[src/rtl/core/sbe_pkg.sv]
// ----------------------------------------------------------------------------
// sbe_pkg
// Shared types, character codes and the four-valued combine function of the
// symbolic boolean expression evaluator.
// ----------------------------------------------------------------------------
package sbe_pkg;

	localparam int STACK_DEPTH = 32;
	localparam int CNT_W       = $clog2(STACK_DEPTH + 1);

	typedef logic [CNT_W-1:0] cnt_t;
	typedef logic [1:0]       sym_t;

	// value codes
	localparam sym_t V_ZERO = 2'd0;
	localparam sym_t V_ONE  = 2'd1;
	localparam sym_t V_SYM  = 2'd2;
	localparam sym_t V_NSYM = 2'd3;

	// operator codes
	localparam sym_t OP_AND = 2'd0;
	localparam sym_t OP_OR  = 2'd1;
	localparam sym_t OP_XOR = 2'd2;

	// ASCII characters
	localparam logic [7:0] CH_ZERO  = 8'h30;
	localparam logic [7:0] CH_ONE   = 8'h31;
	localparam logic [7:0] CH_SYM   = 8'h78;
	localparam logic [7:0] CH_NSYM  = 8'h58;
	localparam logic [7:0] CH_AND   = 8'h26;
	localparam logic [7:0] CH_OR    = 8'h7C;
	localparam logic [7:0] CH_XOR   = 8'h5E;
	localparam logic [7:0] CH_CLOSE = 8'h29;

	// per-cycle command to every cell of a stack
	typedef struct packed {
		logic push;
		logic pop;
	} stk_cmd_t;

	// a: value that stays on the stack, b: popped value
	function automatic sym_t combine(sym_t a, sym_t opc, sym_t b);
		sym_t p;
		sym_t q;
		sym_t r;
		p = a;
		q = b;
		if (a == V_ZERO || a == V_ONE) begin
			p = b;
			q = a;
		end
		case (opc)
			OP_AND: begin
				if (q == V_ZERO)     r = V_ZERO;
				else if (q == V_ONE) r = p;
				else                 r = (p != q) ? V_ZERO : p;
			end
			OP_OR: begin
				if (q == V_ZERO)     r = p;
				else if (q == V_ONE) r = V_ONE;
				else                 r = (p != q) ? V_ONE : p;
			end
			default: begin
				if (q == V_ZERO)     r = p;
				else if (q == V_ONE) r = p ^ 2'd1;
				else                 r = (p != q) ? V_ONE : V_ZERO;
			end
		endcase
		return r;
	endfunction

endpackage

[src/rtl/core/sbe_char_if.sv]
// ----------------------------------------------------------------------------
// sbe_char_if
// Character channel: one expression character and its end marker.
// ----------------------------------------------------------------------------
interface sbe_char_if;
	logic       valid;
	logic       ready;
	logic [7:0] char_code;
	logic       last;

	modport source (output valid, output char_code, output last, input ready);
	modport sink   (input valid, input char_code, input last, output ready);
endinterface

[src/rtl/core/sbe_result_if.sv]
// ----------------------------------------------------------------------------
// sbe_result_if
// Result channel: final value of one expression and its status.
// ----------------------------------------------------------------------------
interface sbe_result_if;
	logic       valid;
	logic       ready;
	logic       depends_on_x;
	logic [1:0] final_value;
	logic       parse_error;

	modport source (output valid, output depends_on_x, output final_value,
		output parse_error, input ready);
	modport sink   (input valid, input depends_on_x, input final_value,
		input parse_error, output ready);
endinterface

[src/rtl/core/symbolic_bool_expr_stack_eval.sv]
// ----------------------------------------------------------------------------
// symbolic_bool_expr_stack_eval
// Evaluates fully parenthesized boolean expressions over 0, 1, x and X
// with a value stack and an operator stack, one character per transfer.
// ----------------------------------------------------------------------------
//
//  port     | role   | payload                                  | transfer
//  ---------+--------+------------------------------------------+-------------
//  chars    | sink   | char_code[7:0], last                     | valid & ready
//  result   | source | depends_on_x, final_value[1:0], parse_err| valid & ready
//
// One character is taken every cycle unless the output register stalls the
// channel; each updates the stacks as it is taken. The result of a
// character flagged last appears in the output register in the cycle after
// its transfer. chars.ready drops only while that register holds an untaken
// result and result.ready is low.
// arst_n clears the stack counts, the error flag and the output valid.
// ----------------------------------------------------------------------------
module symbolic_bool_expr_stack_eval (
	input  logic               clk,
	input  logic               arst_n,
	sbe_char_if.sink           chars,
	sbe_result_if.source       result
);

	localparam sbe_pkg::cnt_t DEPTH_C = sbe_pkg::cnt_t'(sbe_pkg::STACK_DEPTH);
	localparam sbe_pkg::cnt_t ONE_C   = sbe_pkg::cnt_t'(1);
	localparam sbe_pkg::cnt_t TWO_C   = sbe_pkg::cnt_t'(2);

	// stack fill counts and sticky error
	sbe_pkg::cnt_t vcnt_q;
	sbe_pkg::cnt_t ocnt_q;
	logic          err_q;

	// output register
	logic          res_valid_q;
	logic          res_dep_q;
	sbe_pkg::sym_t res_val_q;
	logic          res_err_q;

	logic          in_xfer;
	logic          is_val;
	logic          is_op;
	logic          is_close;
	sbe_pkg::sym_t val_code;
	sbe_pkg::sym_t op_code;

	logic          v_full;
	logic          o_full;
	logic          can_close;
	logic          do_vpush;
	logic          do_opush;
	logic          do_pop;
	logic          err_hit;

	sbe_pkg::stk_cmd_t v_cmd;
	sbe_pkg::stk_cmd_t o_cmd;
	sbe_pkg::sym_t     v_top;
	sbe_pkg::sym_t     v_next;
	sbe_pkg::sym_t     o_top;
	sbe_pkg::sym_t     o_next;
	sbe_pkg::sym_t     comb_val;

	sbe_pkg::cnt_t     vcnt_nx;
	sbe_pkg::cnt_t     ocnt_nx;
	sbe_pkg::sym_t     top_nx;
	logic              err_nx;
	sbe_pkg::sym_t     fin_val;

	// accept whenever the output register is free or being emptied
	assign chars.ready = !res_valid_q || result.ready;
	assign in_xfer     = chars.valid && chars.ready;

	// classify the character
	always_comb begin
		is_val   = 1'b0;
		is_op    = 1'b0;
		is_close = 1'b0;
		val_code = sbe_pkg::V_ZERO;
		op_code  = sbe_pkg::OP_AND;
		case (chars.char_code)
			sbe_pkg::CH_ZERO:  begin is_val = 1'b1; val_code = sbe_pkg::V_ZERO; end
			sbe_pkg::CH_ONE:   begin is_val = 1'b1; val_code = sbe_pkg::V_ONE;  end
			sbe_pkg::CH_SYM:   begin is_val = 1'b1; val_code = sbe_pkg::V_SYM;  end
			sbe_pkg::CH_NSYM:  begin is_val = 1'b1; val_code = sbe_pkg::V_NSYM; end
			sbe_pkg::CH_AND:   begin is_op  = 1'b1; op_code  = sbe_pkg::OP_AND; end
			sbe_pkg::CH_OR:    begin is_op  = 1'b1; op_code  = sbe_pkg::OP_OR;  end
			sbe_pkg::CH_XOR:   begin is_op  = 1'b1; op_code  = sbe_pkg::OP_XOR; end
			sbe_pkg::CH_CLOSE: begin is_close = 1'b1; end
			default: ;
		endcase
	end

	assign v_full    = (vcnt_q == DEPTH_C);
	assign o_full    = (ocnt_q == DEPTH_C);
	assign can_close = (vcnt_q >= TWO_C) && (ocnt_q >= ONE_C);

	// a push onto a full stack is dropped, a close without operands is ignored
	assign do_vpush = in_xfer && is_val && !v_full;
	assign do_opush = in_xfer && is_op && !o_full;
	assign do_pop   = in_xfer && is_close && can_close;
	assign err_hit  = (is_val && v_full) || (is_op && o_full) || (is_close && !can_close);

	assign v_cmd = '{push: do_vpush, pop: do_pop};
	assign o_cmd = '{push: do_opush, pop: do_pop};

	// the value below the top stays, the top is popped and folded into it
	assign comb_val = sbe_pkg::combine(v_next, o_top, v_top);

	sbe_stack u_val_stack (
		.clk       (clk),
		.cmd       (v_cmd),
		.push_d    (val_code),
		.top_pop_d (comb_val),
		.top       (v_top),
		.next      (v_next)
	);

	sbe_stack u_op_stack (
		.clk       (clk),
		.cmd       (o_cmd),
		.push_d    (op_code),
		.top_pop_d (o_next),
		.top       (o_top),
		.next      (o_next)
	);

	// state as it stands after this character
	always_comb begin
		vcnt_nx = vcnt_q;
		ocnt_nx = ocnt_q;
		top_nx  = v_top;
		if (do_vpush) begin
			vcnt_nx = vcnt_q + ONE_C;
			top_nx  = val_code;
		end else if (do_opush) begin
			ocnt_nx = ocnt_q + ONE_C;
		end else if (do_pop) begin
			vcnt_nx = vcnt_q - ONE_C;
			ocnt_nx = ocnt_q - ONE_C;
			top_nx  = comb_val;
		end
		err_nx = err_q || err_hit;
	end

	// an empty value stack at the end reads as zero with an error
	assign fin_val = (vcnt_nx == '0) ? sbe_pkg::V_ZERO : top_nx;

	// advance counts and error; clear them after the last character
	always_ff @(posedge clk or negedge arst_n) begin
		if (!arst_n) begin
			vcnt_q <= '0;
			ocnt_q <= '0;
			err_q  <= 1'b0;
		end else if (in_xfer) begin
			if (chars.last) begin
				vcnt_q <= '0;
				ocnt_q <= '0;
				err_q  <= 1'b0;
			end else begin
				vcnt_q <= vcnt_nx;
				ocnt_q <= ocnt_nx;
				err_q  <= err_nx;
			end
		end
	end

	// hold the result until it is taken
	always_ff @(posedge clk or negedge arst_n) begin
		if (!arst_n) begin
			res_valid_q <= 1'b0;
		end else if (in_xfer && chars.last) begin
			res_valid_q <= 1'b1;
		end else if (result.ready) begin
			res_valid_q <= 1'b0;
		end
	end

	always_ff @(posedge clk) begin
		if (in_xfer && chars.last) begin
			res_val_q <= fin_val;
			res_dep_q <= fin_val[1];
			res_err_q <= err_nx || (vcnt_nx == '0);
		end
	end

	assign result.valid        = res_valid_q;
	assign result.depends_on_x = res_dep_q;
	assign result.final_value  = res_val_q;
	assign result.parse_error  = res_err_q;

endmodule

[src/rtl/core/sbe_cell.sv]
// ----------------------------------------------------------------------------
// sbe_cell
// One stack entry: load from the neighbor above on push, from below on pop.
// ----------------------------------------------------------------------------
module sbe_cell (
	input  logic             clk,
	input  sbe_pkg::stk_cmd_t cmd,
	input  sbe_pkg::sym_t    push_d,
	input  sbe_pkg::sym_t    pop_d,
	output sbe_pkg::sym_t    q
);

	sbe_pkg::sym_t data_q;

	always_ff @(posedge clk) begin
		if (cmd.push) begin
			data_q <= push_d;
		end else if (cmd.pop) begin
			data_q <= pop_d;
		end
	end

	assign q = data_q;

endmodule

[src/rtl/core/sbe_stack.sv]
// ----------------------------------------------------------------------------
// sbe_stack
// Shift stack built as a row of cells; cell 0 is the top of stack.
// ----------------------------------------------------------------------------
module sbe_stack (
	input  logic              clk,
	input  sbe_pkg::stk_cmd_t cmd,
	input  sbe_pkg::sym_t     push_d,
	input  sbe_pkg::sym_t     top_pop_d,
	output sbe_pkg::sym_t     top,
	output sbe_pkg::sym_t     next
);

	sbe_pkg::sym_t cell_q [sbe_pkg::STACK_DEPTH];

	for (genvar i = 0; i < sbe_pkg::STACK_DEPTH; i++) begin : g_cell
		sbe_pkg::sym_t from_above;
		sbe_pkg::sym_t from_below;

		if (i == 0) begin : g_top
			assign from_above = push_d;
			assign from_below = top_pop_d;
		end else if (i == sbe_pkg::STACK_DEPTH - 1) begin : g_bottom
			assign from_above = cell_q[i-1];
			assign from_below = sbe_pkg::V_ZERO;
		end else begin : g_mid
			assign from_above = cell_q[i-1];
			assign from_below = cell_q[i+1];
		end

		sbe_cell u_cell (
			.clk    (clk),
			.cmd    (cmd),
			.push_d (from_above),
			.pop_d  (from_below),
			.q      (cell_q[i])
		);
	end

	assign top  = cell_q[0];
	assign next = cell_q[1];

endmodule

[src/flat_wrapper.sv]
// flat-port wrapper written by rule: the top's interface ports become plain ports
module symbolic_bool_expr_stack_eval_flat 
  (clk, arst_n, chars_valid, chars_char_code, chars_last, chars_ready, result_valid, result_depends_on_x, result_final_value, result_parse_error, result_ready);
  sbe_char_if chars_i ();
  sbe_result_if result_i ();
  input  logic clk;
  input  logic arst_n;
  input wire logic [$bits(chars_i.valid)-1:0] chars_valid;
  input wire logic [$bits(chars_i.char_code)-1:0] chars_char_code;
  input wire logic [$bits(chars_i.last)-1:0] chars_last;
  output wire logic [$bits(chars_i.ready)-1:0] chars_ready;
  output wire logic [$bits(result_i.valid)-1:0] result_valid;
  output wire logic [$bits(result_i.depends_on_x)-1:0] result_depends_on_x;
  output wire logic [$bits(result_i.final_value)-1:0] result_final_value;
  output wire logic [$bits(result_i.parse_error)-1:0] result_parse_error;
  input wire logic [$bits(result_i.ready)-1:0] result_ready;
  assign chars_i.valid = chars_valid;
  assign chars_i.char_code = chars_char_code;
  assign chars_i.last = chars_last;
  assign chars_ready = chars_i.ready;
  assign result_valid = result_i.valid;
  assign result_depends_on_x = result_i.depends_on_x;
  assign result_final_value = result_i.final_value;
  assign result_parse_error = result_i.parse_error;
  assign result_i.ready = result_ready;
  symbolic_bool_expr_stack_eval u_core (.clk(clk), .arst_n(arst_n), .chars(chars_i), .result(result_i));
endmodule
[config.mk]
export PLATFORM = sky130hd
export DESIGN_NAME = symbolic_bool_expr_stack_eval_flat
export DESIGN_NICKNAME = d
export VERILOG_FILES = /design/src/rtl/core/sbe_pkg.sv /design/src/rtl/core/sbe_char_if.sv /design/src/rtl/core/sbe_result_if.sv /design/src/rtl/core/symbolic_bool_expr_stack_eval.sv /design/src/rtl/core/sbe_cell.sv /design/src/rtl/core/sbe_stack.sv /design/src/flat_wrapper.sv
export SDC_FILE = /design/constraint.sdc
export NUM_CORES = 1
export LEC_CHECK = 0
export BUFFER_PORTS_ARGS = -buffer_cell sky130_fd_sc_hd__buf_2
export CAP_MARGIN = 20
export CORE_MARGIN = 2
export CORE_UTILIZATION = 40
export DETAILED_ROUTE_END_ITERATION = 8
export MAX_ROUTING_LAYER = met4
export PLACE_DENSITY_LB_ADDON = 0.2
export SLEW_MARGIN = 20
export SYNTH_ARGS = -nofsm -noshare
export SYNTH_HDL_FRONTEND = slang
export SYNTH_SLANG_ARGS = --single-unit
export TNS_END_PERCENT = 50
[constraint.sdc]
create_clock -name clk -period 14.95 [get_ports clk]
set_input_delay 4.485 -clock clk [delete_from_list [all_inputs] [get_ports clk]]
set_output_delay 4.485 -clock clk [all_outputs]
set_load 0.02 [all_outputs]
# [Word level (Yosys, flattened, before mapping)]
# Index checks and enable logic that the tools add are counted.
[word_totals] mem_bits_rw=0 reg_bits=145 rom_bits=0 inputBits=13 mem_count=0 output_inout_bits=6 latch_bits=0
[op_classes] div=0 n_eq_ne=15 n_mul=0 n_shift=0 muxes=157 add_sub_neg=4 magnitude_cmp=2 bitwise_logic=1 n_reduce_logical=33
[ops] cell="two-way mux 2 bit" count=139
[ops] cell="two-way mux 6 bit" count=8
[ops] cell="equality test 8 x 6 -> 1 bit, second input constant" count=4
[ops] cell="equality test 8 x 7 -> 1 bit, second input constant" count=4
[ops] cell="adder 6 x 1 -> 6 bit, second input constant" count=2
[ops] cell="equality test 6 bit, second input constant" count=2
[ops] cell="logical AND 1 bit" count=12
[ops] cell="subtractor 6 x 1 -> 6 bit, second input constant" count=2
[ops] cell="case mux 2 bit (2 select lines)" count=2
[ops] cell="two-way mux 1 bit" count=7
[ops] cell="equality test 2 x 1 -> 1 bit, second input constant" count=3
[ops] cell="greater-or-equal comparator 6 x 1 -> 1 bit, second input constant" count=1
[ops] cell="greater-or-equal comparator 6 x 2 -> 1 bit, second input constant" count=1
[ops] cell="logical NOT 2 bit" count=3
[ops] cell="logical NOT 6 bit" count=1
[ops] cell="logical OR 1 bit" count=6
[ops] cell="case mux 2 bit (3 select lines)" count=1
[ops] cell="nonzero test 2 bit" count=3
[ops] cell="logical NOT 1 bit" count=4
[ops] cell="OR reduction 4 bit" count=1
[ops] cell="AND reduction 3 bit" count=1
[ops] cell="nonzero test 3 bit" count=1
[ops] cell="OR reduction 3 bit" count=1
[ops] cell="!= test 2 bit" count=1
[ops] cell="other kinds (2)" count=2

# [Depth between registers and ports, before layout]
# Gate-level depths: netlist of run 1.
[depth] ltp_word=11 depth_mapped=10 ltp_nobuf=8

# [Cells and area by module]
# A second synthesis of run 1 with hierarchy kept.
[unflattened] hier_cells=503 area_unflattened_um2=7288.2
[modules_own_cells] module="sbe_cell" instances=64 seq_area_each_um2=60.1 area_per_inst_um2=88.8 cells_per_inst=5
[modules_own_cells] module="symbolic_bool_expr_stack_eval" instances=1 seq_area_each_um2=440.4 area_per_inst_um2=1595.3 cells_per_inst=181
[modules_own_cells] module="sbe_stack" instances=2 seq_area_each_um2=0.0 area_per_inst_um2=3.8 cells_per_inst=1

# [Least setup slack after synthesis of run 1]
# Ideal clock, no wire load.
[synth_path] path_kind="input port to flip-flop" start="in chars_char_code[2]" end="reg u_core.u_val_stack.g_cell[10].u_cell.data_q[0], enable pin" t_arrival_ns=9.576 stages=4 setup_time_ns=0.573 required_time_ns=14.378 path_slack_ns=4.802 path_buffers=1 path_cell_list="buf_2 > nor2_1 > o2111ai_4 > o21ai_0"
[synth_via] elab_chain_len=6 word_cells_on_any_way=13 cone_classes="eq/ne (5); mux (2); reduce/logical (6)"
[synth_rtl] element="from (decl)" line="flat_wrapper.sv:9" source="input wire logic [$bits(chars_i.char_code)-1:0] chars_char_code;"
[synth_rtl] element="equality test 8 x 6 -> 1 bit / equality test 8 x 7 -> 1 bit (equally long branches)" line="symbolic_bool_expr_stack_eval.sv:81" source="case (chars.char_code)"
[synth_rtl] element="OR reduction 4 bit (no source line)"
[synth_rtl] element="two-way mux 1 bit" line="symbolic_bool_expr_stack_eval.sv:81"
[synth_rtl] element="logical AND 1 bit (2 in series)" line="symbolic_bool_expr_stack_eval.sv:99" source="assign do_vpush = in_xfer && is_val && !v_full;"
[synth_rtl] element="nonzero test 2 bit (no source line) (*)"
[synth_rtl] element="to (signal assigned)" line="sbe_cell.sv:17" source="data_q <= push_d;"
[synth_rtl] element="to (signal assigned)" line="sbe_cell.sv:19" source="data_q <= pop_d;"
[synth_rtl] element="to (decl)" line="sbe_cell.sv:13" source="sbe_pkg::sym_t data_q;"
# Every way passes the cells marked *; elsewhere a longest branch is shown, timed or not.
# A chain may end at the register's enable or synchronous reset.

# [Final worst setup path of run 1]
[layout_path] start="in result_ready" end="out chars_ready"
[layout_via] elab_chain_len=1
[layout_rtl] element="from (decl)" line="flat_wrapper.sv:16" source="input wire logic [$bits(result_i.ready)-1:0] result_ready;"
[layout_rtl] element="logical OR 1 bit" line="symbolic_bool_expr_stack_eval.sv:71" source="assign chars.ready = !res_valid_q || result.ready;"
[layout_rtl] element="to (decl)" line="flat_wrapper.sv:11" source="output wire logic [$bits(chars_i.ready)-1:0] chars_ready;"
# Every way passes these cells.

==> flow_metrics.py, run 1 <==
metrics = {
    "run_status": {
        "outcome": "complete, no violations",
    },
    "cts": {
        "path_clk_slew_ns": 0.05,
        "clk_path_buf_depth": 2,
        "cts_max_level": 4,
        "cts-root-buf": "clkbuf_16",
        "post_cts_buffers": 0,
        "cts_buffers": 17,
        "ctsHoldBuffers": 0,
        "insertion_delay_ns": 0.42,
        "cts_tree": "yes",
        "cts_sinks": 145,
        "cts_resized": 0,
    },
    "critical_path": {
        "critPathMaxFanout": 10,
        "end_kind": "output port",
        "reg2reg_depth": 10,
        "startpoint_type": "input pin",
        "crit_arrival_ns": 5.19,
        "crit_type": "in -> out",
        "cp.required_ns": 10.47,
    },
    "route": {
        "wl_um": 11800,
        "drt-initial-drc-count": 363,
        "wl_per_cell_um": 14.0,
        "num_vias": 4271,
        "drtAntennaViolNets": 0,
        "first_pass_iters": 5,
        "drc": 0,
        "vias_per_cell": 5.07,
    },
    "sta": {
        "timing.setup.tns_ns": 0,
        "hold_viol_final": 0,
        "slew_violations": 0,
        "setup-violations-final": 0,
        "relSlewSlack_pct": 46.2,
        "finalClockSkew_ns": 0.0125,
        "tightestPinTransition_ns": 0.801,
        "min_period_over_period_pct": 64.7,
        "rsz0062_at_grt": "no",
        "min_period_ns": 9.67,
        "fmax_ghz": 0.103,
        "holdWs_ns": 0.526,
    },
    "cells_and_area": {
        "drive_gt1_share_pct": 20.4,
        "area_growth_pct": 11.5,
        "fin_area_um2": 7800,
        "fin_cells": 842,
        "nNetsFinal": 627,
        "fillers": 1563,
        "num_antenna_cells": 0,
        "finish.utilization_pct": 45.4,
    },
    "power_and_ir_drop": {
        "p_per_area_nw_per_um2": 126,
        "p_leak_nw": 2.90,
        "seqPwrFrac_pct": 47.4,
        "clockPowerShare_pct": 41.9,
        "switching_share_pct": 23.7,
        "vdd_drop_max_mv": 0.0578,
        "combPwrFrac_pct": 10.6,
        "intPower_w": 0.000752,
        "switchingPower_w": 0.000234,
    },
    "logic_synthesis": {
        "synth-seq-area-share_pct": 61.0,
        "syn-num-nets": 617,
        "synth_edf_count": 129,
        "synthCells": 595,
        "synth_area_um2": 6990,
        "yosysWarnings": 0,
        "synth_ff_type": "edfxtp_1",
        "async_reset_ff_share_pct": 9.66,
        "ys_seq_elements": 145,
        "avgSynthCellArea_um2": 11.8,
        "synth.distinct_cells": 59,
    },
    "floorplan": {
        "fp.dieH_um": 136,
        "die-area_um2": 18600,
        "dieWidth_um": 136,
        "io_pins": 19,
        "initial_core_util_pct": 40.7,
        "rows": 48,
        "design.core.area_um2": 17200,
    },
    "grt": {
        "grt_usage_pct": 13.8,
        "grt_pass1_wl_um": 19400,
        "grt_max_degree": 68,
        "antenna_found_initial": 0,
        "grt_pass1_vias": 3900,
        "grt_remaining_overflow": 0,
    },
    "place": {
        "dp_hpwl_um": 7430,
        "gp_congestion": 0.833,
        "numPlacedInstances": 811,
        "dpl-instance-area_um2": 7220,
        "portBuffers": 18,
    },
    "worst_hold_path": {
        "hold_path_depth": 2,
        "min_path_type": "reg -> reg",
    },
    "run": {
        "maxCapViolations": 0,
    },
}
-- per-stage QoR --
| step | total power (W) | worst slack (ns) |
|---|---|---|
| floorplan | 0.000562 | 4.80 |
| global placement | 0.000577 | 5.32 |
| detailed placement | 0.000580 | 5.28 |
| CTS | 0.000995 | 5.28 |
| global route | 0.00103 | 5.22 |
| finish | 0.000986 | 5.28 |
-- cells in the final DEF (no fill, tap or decap), drive strengths merged, types with 5 or more instances in the layout --
master,Yosys,final
nand2,199,199
edfxtp,129,129
mux2,60,60
buf,10,23
clkbuf,21,18
nor2,17,17
o21ai,17,17
dfrtp,14,14
nor3,14,14
nand3,11,11
inv,10,10
ha,9,9
nor4,8,8
clkinv,0,8
a21oi,5,5
and2,5,5
or3,5,5
-- cells by family after synthesis --
group / Yosys count / share of synthesized area (%)
simple gates: 283 / 18.4
flops: 145 / 61.0
mux: 63 / 10.1
compound gates: 47 / 4.83
buf+inv: 42 / 3.36
fa+ha+maj: 9 / 1.61
xor+xnor: 6 / 0.752
-- routing by layer --
| layer | GRT usage [%] | part of all wire [%] | vias up |
|---|---|---|---|
| li1 | - | - | 2134 |
| met3 | 3.80 | 4.1 | 14 |
| met1 | 19.4 | 51 | 2037 |
| met4 | 5.44 | 1.6 | 0 |
| met5 | - | 0 | - |
| met2 | 18.8 | 43 | 86 |
-- power by group through the flow --
stage	Combinational, W	Sequential (W)	Clock, W
2_1_floorplan	0.0000950	0.000467	0
3_3_place_gp	0.000102	0.000475	0
3_5_place_dp	0.000104	0.000476	0
4_1_cts	0.000105	0.000467	0.000423
5_1_grt	0.000117	0.000471	0.000439
6_report	0.000105	0.000468	0.000413
-- area by class of cell --
| type | count | area, um^2 | share of cell area, % |
|---|---|---|---|
| multi-input combinational | 408 | 2510 | 32.2 |
| timing repair buffer | 23 | 128 | 1.64 |
| inverter | 10 | 37.5 | 0.481 |
| tap | 225 | 282 | 3.61 |
| clock buffer | 18 | 429 | 5.50 |
| sequential | 145 | 4260 | 54.7 |
| clock inverter | 13 | 145 | 1.86 |
-- state kept, by name, indices dropped and copies added (netlist names) --
signal	count
u_core.u_val_stack.g_cell.u_cell.q	64
u_core.result.final_value	1
u_core.result.valid	1
u_core.u_op_stack.g_cell.u_cell.q	64
u_core.err_q	1
u_core.vcnt_q	6
u_core.result.parse_error	1
u_core.ocnt_q	6
u_core.result.depends_on_x	1
-- synthesized netlist by cell type (4+ instances only) --
cell type  count  share of area, %
xnor2_1        4              0.50
clkbuf_1      19               1.0
nand2_1      199                11
ha_1           9               1.6
nor3_1        13              0.93
inv_1         10              0.54
a21oi_1        5              0.36
buf_2          5              0.36
nand3_1       11              0.79
nor2_1        17              0.91
o21ai_0       16               1.1
dfrtp_1       14               5.0
mux2_2        60               9.7
edfxtp_1     129                55
nand2b_1       4              0.36
nor4_1         6              0.54
and2_1         5              0.45
-- path summary, 6_finish.rpt --
path / slack [ns] / to / start
max reg2reg: 11.25 / u_core.ocnt_q[0] / u_core.ocnt_q[1]
max in group asynchronous: 10.70 / u_core.ocnt_q[3] / arst_n
min reg2reg: 0.53 / u_core.u_op_stack.g_cell[30].u_cell.q[0] / u_core.u_op_stack.g_cell[31].u_cell.q[0]
min: 0.53 / u_core.u_op_stack.g_cell[30].u_cell.q[0] / u_core.u_op_stack.g_cell[31].u_cell.q[0]
max: 5.28 / chars_ready / result_ready
min in group asynchronous: 3.98 / u_core.vcnt_q[5] / arst_n
-- worst max-delay path, cell delays in order --
cell and delay [ns]:
buf_2 0.07, nand2b_1 0.38, buf_2 0.25
Note: power is estimated with default switching activity, not from simulation.
==> inputs of run 2 (changes only) <==
--- a/config.mk
+++ b/config.mk
@@ -5,6 +5,7 @@
 export SDC_FILE = /design/constraint.sdc
 export NUM_CORES = 1
 export LEC_CHECK = 0
+export ABC_AREA = 1
 export BUFFER_PORTS_ARGS = -buffer_cell sky130_fd_sc_hd__buf_2
 export CAP_MARGIN = 20
 export CORE_MARGIN = 2
==> constraint.sdc (replaced) <==
create_clock -name clk -period 7.7 [get_ports clk]
set_input_delay 2.31 -clock clk [delete_from_list [all_inputs] [get_ports clk]]
set_output_delay 2.31 -clock clk [all_outputs]
set_load 0.02 [all_outputs]
==> run 2 against run 1 <==
  * Worst setup slack lost 2.6 ns
  * Global-route usage grew 1.2 points
  * Synthesized area increased by 2.1%
  * Hold slack got worse by 0.0065 ns
  * Via count increased by 14%
  * Clock power up 110%
  * Synthesized cell count grew 27%
  * Cell area is 1.9% higher
  * Wire length grew 7.7%
  * Non-clock buffer count is the same
  * Cell count grew 19%
  * Register-to-register slack got worse by 6.7 ns
  * Critical path type unchanged
  * Highest routed layer unchanged
==> flow_metrics.py, run 2 <==
metrics = {
    "run_status": {
        "outcome": "complete, no violations",
    },
    "power_and_ir_drop": {
        "p_per_area_nw_per_um2": 232,
        "switching_share_pct": 21.9,
        "combPwrFrac_pct": 6.0,
        "p_leak_nw": 3.31,
        "vdd_drop_max_mv": 0.163,
        "clockPowerShare_pct": 46.6,
        "intPower_w": 0.00144,
        "seqPwrFrac_pct": 47.4,
        "switchingPower_w": 0.000405,
    },
    "sta": {
        "slew_violations": 0,
        "hold_viol_final": 0,
        "min_period_ns": 5.01,
        "rsz0062_at_grt": "no",
        "relSlewSlack_pct": 43.4,
        "fmax_ghz": 0.200,
        "finalClockSkew_ns": 0.00802,
        "min_period_over_period_pct": 65.0,
        "tightestPinTransition_ns": 0.848,
        "setup-violations-final": 0,
        "fin_ws_ns": 2.69,
        "timing.setup.tns_ns": 0,
    },
    "cts": {
        "clk_path_buf_depth": 2,
        "cts_max_level": 4,
        "cts_tree": "yes",
        "path_clk_slew_ns": 0.06,
        "cts_buffers": 17,
        "cts-root-buf": "clkbuf_16",
        "post_cts_buffers": 0,
        "insertion_delay_ns": 0.42,
        "ctsHoldBuffers": 0,
        "cts_sinks": 145,
        "cts_resized": 0,
    },
    "logic_synthesis": {
        "synth_ff_type": "edfxtp_1",
        "yosysWarnings": 0,
        "synth.distinct_cells": 40,
        "synth-seq-area-share_pct": 59.7,
        "yosysMostFrequentCell": "nand2_1",
        "synth.area.top_cells": "edfxtp_1 (54%), nand2_1 (16%), dfrtp_1 (4.9%), o21ai_0 (4.6%), inv_1 (3.1%)",
        "synthTopCellsByCount": "nand2_1 (299), edfxtp_1 (129), o21ai_0 (65), inv_1 (59), nor2_1 (29)",
        "synth_top_area_share_pct": 54.2,
        "avgSynthCellArea_um2": 9.48,
        "ys_seq_elements": 145,
        "synth_edf_count": 129,
        "syn-num-nets": 775,
        "async_reset_ff_share_pct": 9.66,
        "synth_top_area_cell": "edfxtp_1",
        "synthCells": 753,
        "synth_area_um2": 7140,
    },
    "place": {
        "dpl-instance-area_um2": 7330,
        "numPlacedInstances": 967,
        "pre_cts_slack_ns": 2.69,
        "dp_hpwl_um": 7940,
        "portBuffers": 18,
        "gp_congestion": 0.878,
    },
    "route": {
        "drtAntennaViolNets": 0,
        "drt-initial-drc-count": 381,
        "num_vias": 4887,
        "vias_per_cell": 4.89,
        "wl_per_cell_um": 12.7,
        "first_pass_iters": 5,
        "wl_um": 12700,
        "drc": 0,
    },
    "worst_hold_path": {
        "hold_start": "u_core.u_val_stack.g_cell[31].u_cell.q[1]",
        "min_path_type": "reg -> reg",
    },
    "run": {
        "maxCapViolations": 0,
    },
    "grt": {
        "grt_remaining_overflow": 0,
        "antenna_found_initial": 0,
        "grt_max_degree": 75,
        "grt_usage_pct": 15.0,
        "grt_pass1_vias": 4650,
        "grt_pass1_wl_um": 21600,
    },
    "floorplan": {
        "design.core.area_um2": 17400,
        "io_pins": 19,
        "dieWidth_um": 138,
        "fp.dieH_um": 138,
        "rows": 48,
        "die-area_um2": 18900,
        "initial_core_util_pct": 41.1,
    },
    "critical_path": {
        "crit_arrival_ns": 2.70,
        "reg2reg_depth": 12,
        "critPathMaxFanout": 3,
        "startpoint_type": "input pin",
        "timing.rr.end": "u_core.result.depends_on_x",
        "r2r_start": "u_core.vcnt_q[0]",
        "cp.required_ns": 5.39,
        "crit_type": "in -> out",
        "crit_end": "chars_ready",
        "r2r_slack_ns": 4.59,
        "end_kind": "output port",
        "cp-startpoint": "result_ready",
    },
    "cells_and_area": {
        "final_cell_mix": "nand2_1 (297), edfxtp_1 (129), o21ai_0 (65)",
        "multi_input_area_um2": 2390,
        "area_growth_pct": 11.3,
        "num_antenna_cells": 0,
        "fin_cells": 999,
        "fillers": 1652,
        "nNetsFinal": 783,
        "final_common_cell": "nand2_1",
        "ff_latch_area_um2": 4260,
        "drive_gt1_share_pct": 12.0,
        "fin_area_um2": 7950,
    },
}
[run 2: cell types whose count changed in the layout (fill, tap and decap cells not counted), sizes merged, moves of 4 or more]
cell / change
mux2: -60
nand2b: -4
o21ai: +61
nor4: -8
nand2: +109
or3: -5
nor2: +18
nand4: +8
and2: -5
nor3: -7
inv: +61
xor2: +4
nand3: +17
[run 2: worst max-delay path: stages]
cell and delay [ns]:
buf_2 0.09, inv_1 0.05, nand2_2 0.07, buf_2 0.17
[run 2: power groups by stage]
| stage | clock network (W) | logic (W) | registers, W |
|---|---|---|---|
| after global placement | 0 | 0.000107 | 0.000890 |
| final | 0.000860 | 0.000110 | 0.000875 |
| after global routing | 0.000914 | 0.000124 | 0.000876 |
| after detailed placement | 0 | 0.000110 | 0.000891 |
| after floorplan | 0 | 0.0000917 | 0.000887 |
| after CTS | 0.000883 | 0.000110 | 0.000875 |
[run 2: worst min path at each step]
stage / end / slack, ns / depth (start not counted)
final: u_core.u_val_stack.g_cell[30].u_cell.q[1] / 0.52 / 2
after detailed placement: u_core.u_val_stack.g_cell[30].u_cell.q[0] / 0.51 / 2
after global routing: u_core.u_val_stack.g_cell[30].u_cell.q[1] / 0.54 / 2
after floorplan: u_core.u_val_stack.g_cell[30].u_cell.q[0] / 0.49 / 2
after global placement: u_core.u_val_stack.g_cell[30].u_cell.q[1] / 0.50 / 2
after CTS: u_core.err_q / 0.53 / 2
[run 2: layer usage]
metal  global-route usage, %  share of wire, %  up-vias  routed length [um]
met2                    22.6                46       68                5920
met1                    19.5                49     2316                6220
li1                        -                 -     2488                   -
met3                    3.31               3.1       15                 395
met5                       -                 0        -                   0
met4                    6.41               1.5        0                 194
[run 2: area by class of cell]
class | instances | share of cell area, %
sequential | 145 | 53.7
multi-input combinational | 504 | 30.1
clock buffer | 17 | 5.35
tap | 225 | 3.54
inverter | 70 | 3.34
clock inverter | 15 | 2.39
timing repair buffer | 23 | 1.61
[run 2: cell families after synthesis]
family / after synthesis / share of synthesized area (%)
adder cells (fa/ha/maj): 9 / 1.58
buffers and inverters: 104 / 6.83
flip-flops: 145 / 59.7
XOR/XNOR: 10 / 1.23
AO/OA/AOI/OAI: 94 / 7.34
AND/OR/NAND/NOR: 391 / 23.3
[run 2: through the flow]
step / utilization [%] / total power (W) / hold slack [ns]
floorplan: - / 0.000979 / 0.487
global placement: 42.2 / 0.000997 / 0.502
detailed placement: 42.2 / 0.00100 / 0.509
CTS: 45.8 / 0.00187 / 0.526
global route: 45.8 / 0.00191 / 0.544
finish: 45.8 / 0.00184 / 0.520
==> inputs of run 3 (changes only) <==
==> constraint.sdc (replaced) <==
create_clock -name clk -period 5 [get_ports clk]
set_input_delay 1.5 -clock clk [delete_from_list [all_inputs] [get_ports clk]]
set_output_delay 1.5 -clock clk [all_outputs]
set_load 0.02 [all_outputs]
==> run 3 against run 2 <==
  * Flip-flop and latch count stayed put
  * Via count rose by 0.41%
  * Count of clock-buffer cells in the layout rose by 2
  * Cell area shrank 0.35%
  * First-iteration DRC count is 14% lower
  * Utilization is 0.16 points lower
  * Critical endpoint is now u_core.u_op_stack.g_cell[28].u_cell.q[0]
  * Largest power group unchanged
==> flow_metrics.py, run 3 (synthesis results as in run 2) <==
metrics = {
    "grt": {
        "grt_pass1_vias": 4732,
        "grt_remaining_overflow": 0,
        "grt_max_degree": 60,
        "grt_usage_pct": 15.6,
        "grt_pass1_wl_um": 22400,
        "antenna_found_initial": 0,
    },
    "route": {
        "num_vias": 4907,
        "wl_um": 13000,
        "drc": 0,
        "first_pass_iters": 5,
        "drt-initial-drc-count": 326,
        "wl_per_cell_um": 13.0,
        "drtAntennaViolNets": 0,
        "vias_per_cell": 4.91,
    },
    "cells_and_area": {
        "final_common_cell": "nand2_1",
        "fin_cells": 999,
        "area_growth_pct": 10.9,
        "drive_gt1_share_pct": 12.0,
        "nNetsFinal": 783,
        "final_cell_mix": "nand2_1 (297), edfxtp_1 (129), o21ai_0 (65)",
        "num_antenna_cells": 0,
    },
    "power_and_ir_drop": {
        "p_leak_nw": 3.30,
        "p_per_area_nw_per_um2": 344,
        "vdd_drop_max_mv": 0.266,
        "finalPower_w": 0.00273,
    },
    "cts": {
        "cts_tree": "yes",
        "post_cts_buffers": 0,
        "insertion_delay_ns": 0.42,
        "cts_buffers": 17,
        "cts_sinks": 145,
        "clk_path_buf_depth": 2,
        "cts-root-buf": "clkbuf_16",
        "cts_resized": 0,
        "ctsHoldBuffers": 0,
        "path_clk_slew_ns": 0.07,
        "cts_max_level": 4,
    },
    "critical_path": {
        "cp.required_ns": 5.12,
        "end_kind": "flop",
        "crit_family": "simple AND/OR/NAND/NOR gates",
        "startpoint_type": "input pin",
        "cpMaxStageDelayCell": "nand2_2",
        "crit_arrival_ns": 3.64,
        "path_cells": "buf_2 > inv_1 > nand2_1 > nor3_2 > nand3_1 > nand3_2 > nand2_2 > nand2_2 > buf_12",
        "r2r_start": "u_core.ocnt_q[0]",
        "cpMostUsedCell": "nand2_2",
        "slowest_delay_ns": 0.77,
        "cp-startpoint": "chars_char_code[7]",
        "critPathMaxFanout": 37,
        "critPathBufInv": 3,
        "crit_type": "in -> reg",
    },
    "run": {
        "maxCapViolations": 0,
    },
    "place": {
        "gp_congestion": 0.868,
        "portBuffers": 18,
        "numPlacedInstances": 967,
        "dp_hpwl_um": 8540,
    },
    "worst_hold_path": {
        "hold_start": "u_core.u_val_stack.g_cell[31].u_cell.q[1]",
        "min_path_type": "reg -> reg",
    },
    "sta": {
        "relSlewSlack_pct": 42.6,
        "setup-violations-final": 0,
        "hold_viol_final": 0,
        "min_period_ns": 3.52,
        "finalClockSkew_ns": 0.00877,
        "timing.setup.tns_ns": 0,
        "slew_violations": 0,
        "tightestPinTransition_ns": 0.859,
        "fmax_ghz": 0.284,
        "min_period_over_period_pct": 70.5,
        "rsz0062_at_grt": "no",
    },
    "floorplan": {
        "design.core.area_um2": 17400,
        "rows": 48,
        "dieWidth_um": 138,
        "die-area_um2": 18900,
        "io_pins": 19,
        "fp.dieH_um": 138,
        "initial_core_util_pct": 41.1,
    },
    "run_status": {
        "outcome": "complete, no violations",
    },
}
==> run 3: cell count changes in the layout (fill, tap and decap cells not counted), moves of 3 or more <==
cell,previous run,this run
clkinv_4,0,5
clkinvlp_4,4,1
bufinv_16,4,1
inv_6,2,5
==> run 3: worst min-delay path, delay by kind of cell, from the launching register on <==
| family | cells | cell delay (ns) |
|---|---|---|
| DFF | 1 | 0.32 |
| and+or+nand+nor | 2 | 0.10 |
==> run 3: final timing paths <==
kind	endpoint	slack, ns	depth (start not counted)
min	u_core.u_val_stack.g_cell[30].u_cell.q[1]	0.52	2
max	u_core.u_op_stack.g_cell[28].u_cell.q[0]	1.48	9
min in group asynchronous	u_core.ocnt_q[3]	0.99	1
min reg2reg	u_core.u_val_stack.g_cell[30].u_cell.q[1]	0.52	2
max reg2reg	u_core.ocnt_q[3]	1.99	10
max in group asynchronous	u_core.ocnt_q[2]	3.74	1
==> run 3: layout make-up <==
class | instances | area, um^2
multi-input cells | 504 | 2390
clock buffers | 19 | 433
clock inverters | 13 | 130
inverters | 70 | 265
well taps | 225 | 282
fillers | 1646 | 9440
repair buffers | 23 | 153
flip-flops and latches | 145 | 4260
==> run 3: through the flow <==
step / instance area (um^2) / hold WS, ns / utilization (%) / setup slack (ns)
after floorplan: 7140 / 0.487 / - / 0.940
after global placement: 7360 / 0.502 / 42.4 / 1.09
after detailed placement: 7360 / 0.518 / 42.4 / 1.01
after CTS: 7920 / 0.527 / 45.6 / 1.45
after global routing: 7920 / 0.547 / 45.6 / 1.20
final: 7920 / 0.517 / 45.6 / 1.48
==> run 3: layer usage <==
| layer | vias to the layer above | global-route usage (%) | part of all wire (%) |
|---|---|---|---|
| met5 | - | - | 0 |
| met4 | 0 | 6.30 | 1.9 |
| met3 | 22 | 4.45 | 4.0 |
| met2 | 79 | 23.5 | 46 |
| met1 | 2307 | 19.9 | 48 |
| li1 | 2499 | - | - |
==> run 3: report_power, final <==
part           internal (W)  switching, W
logic             0.0000617      0.000110
registers           0.00133     0.0000228
clock network      0.000694      0.000511
total               0.00208      0.000644
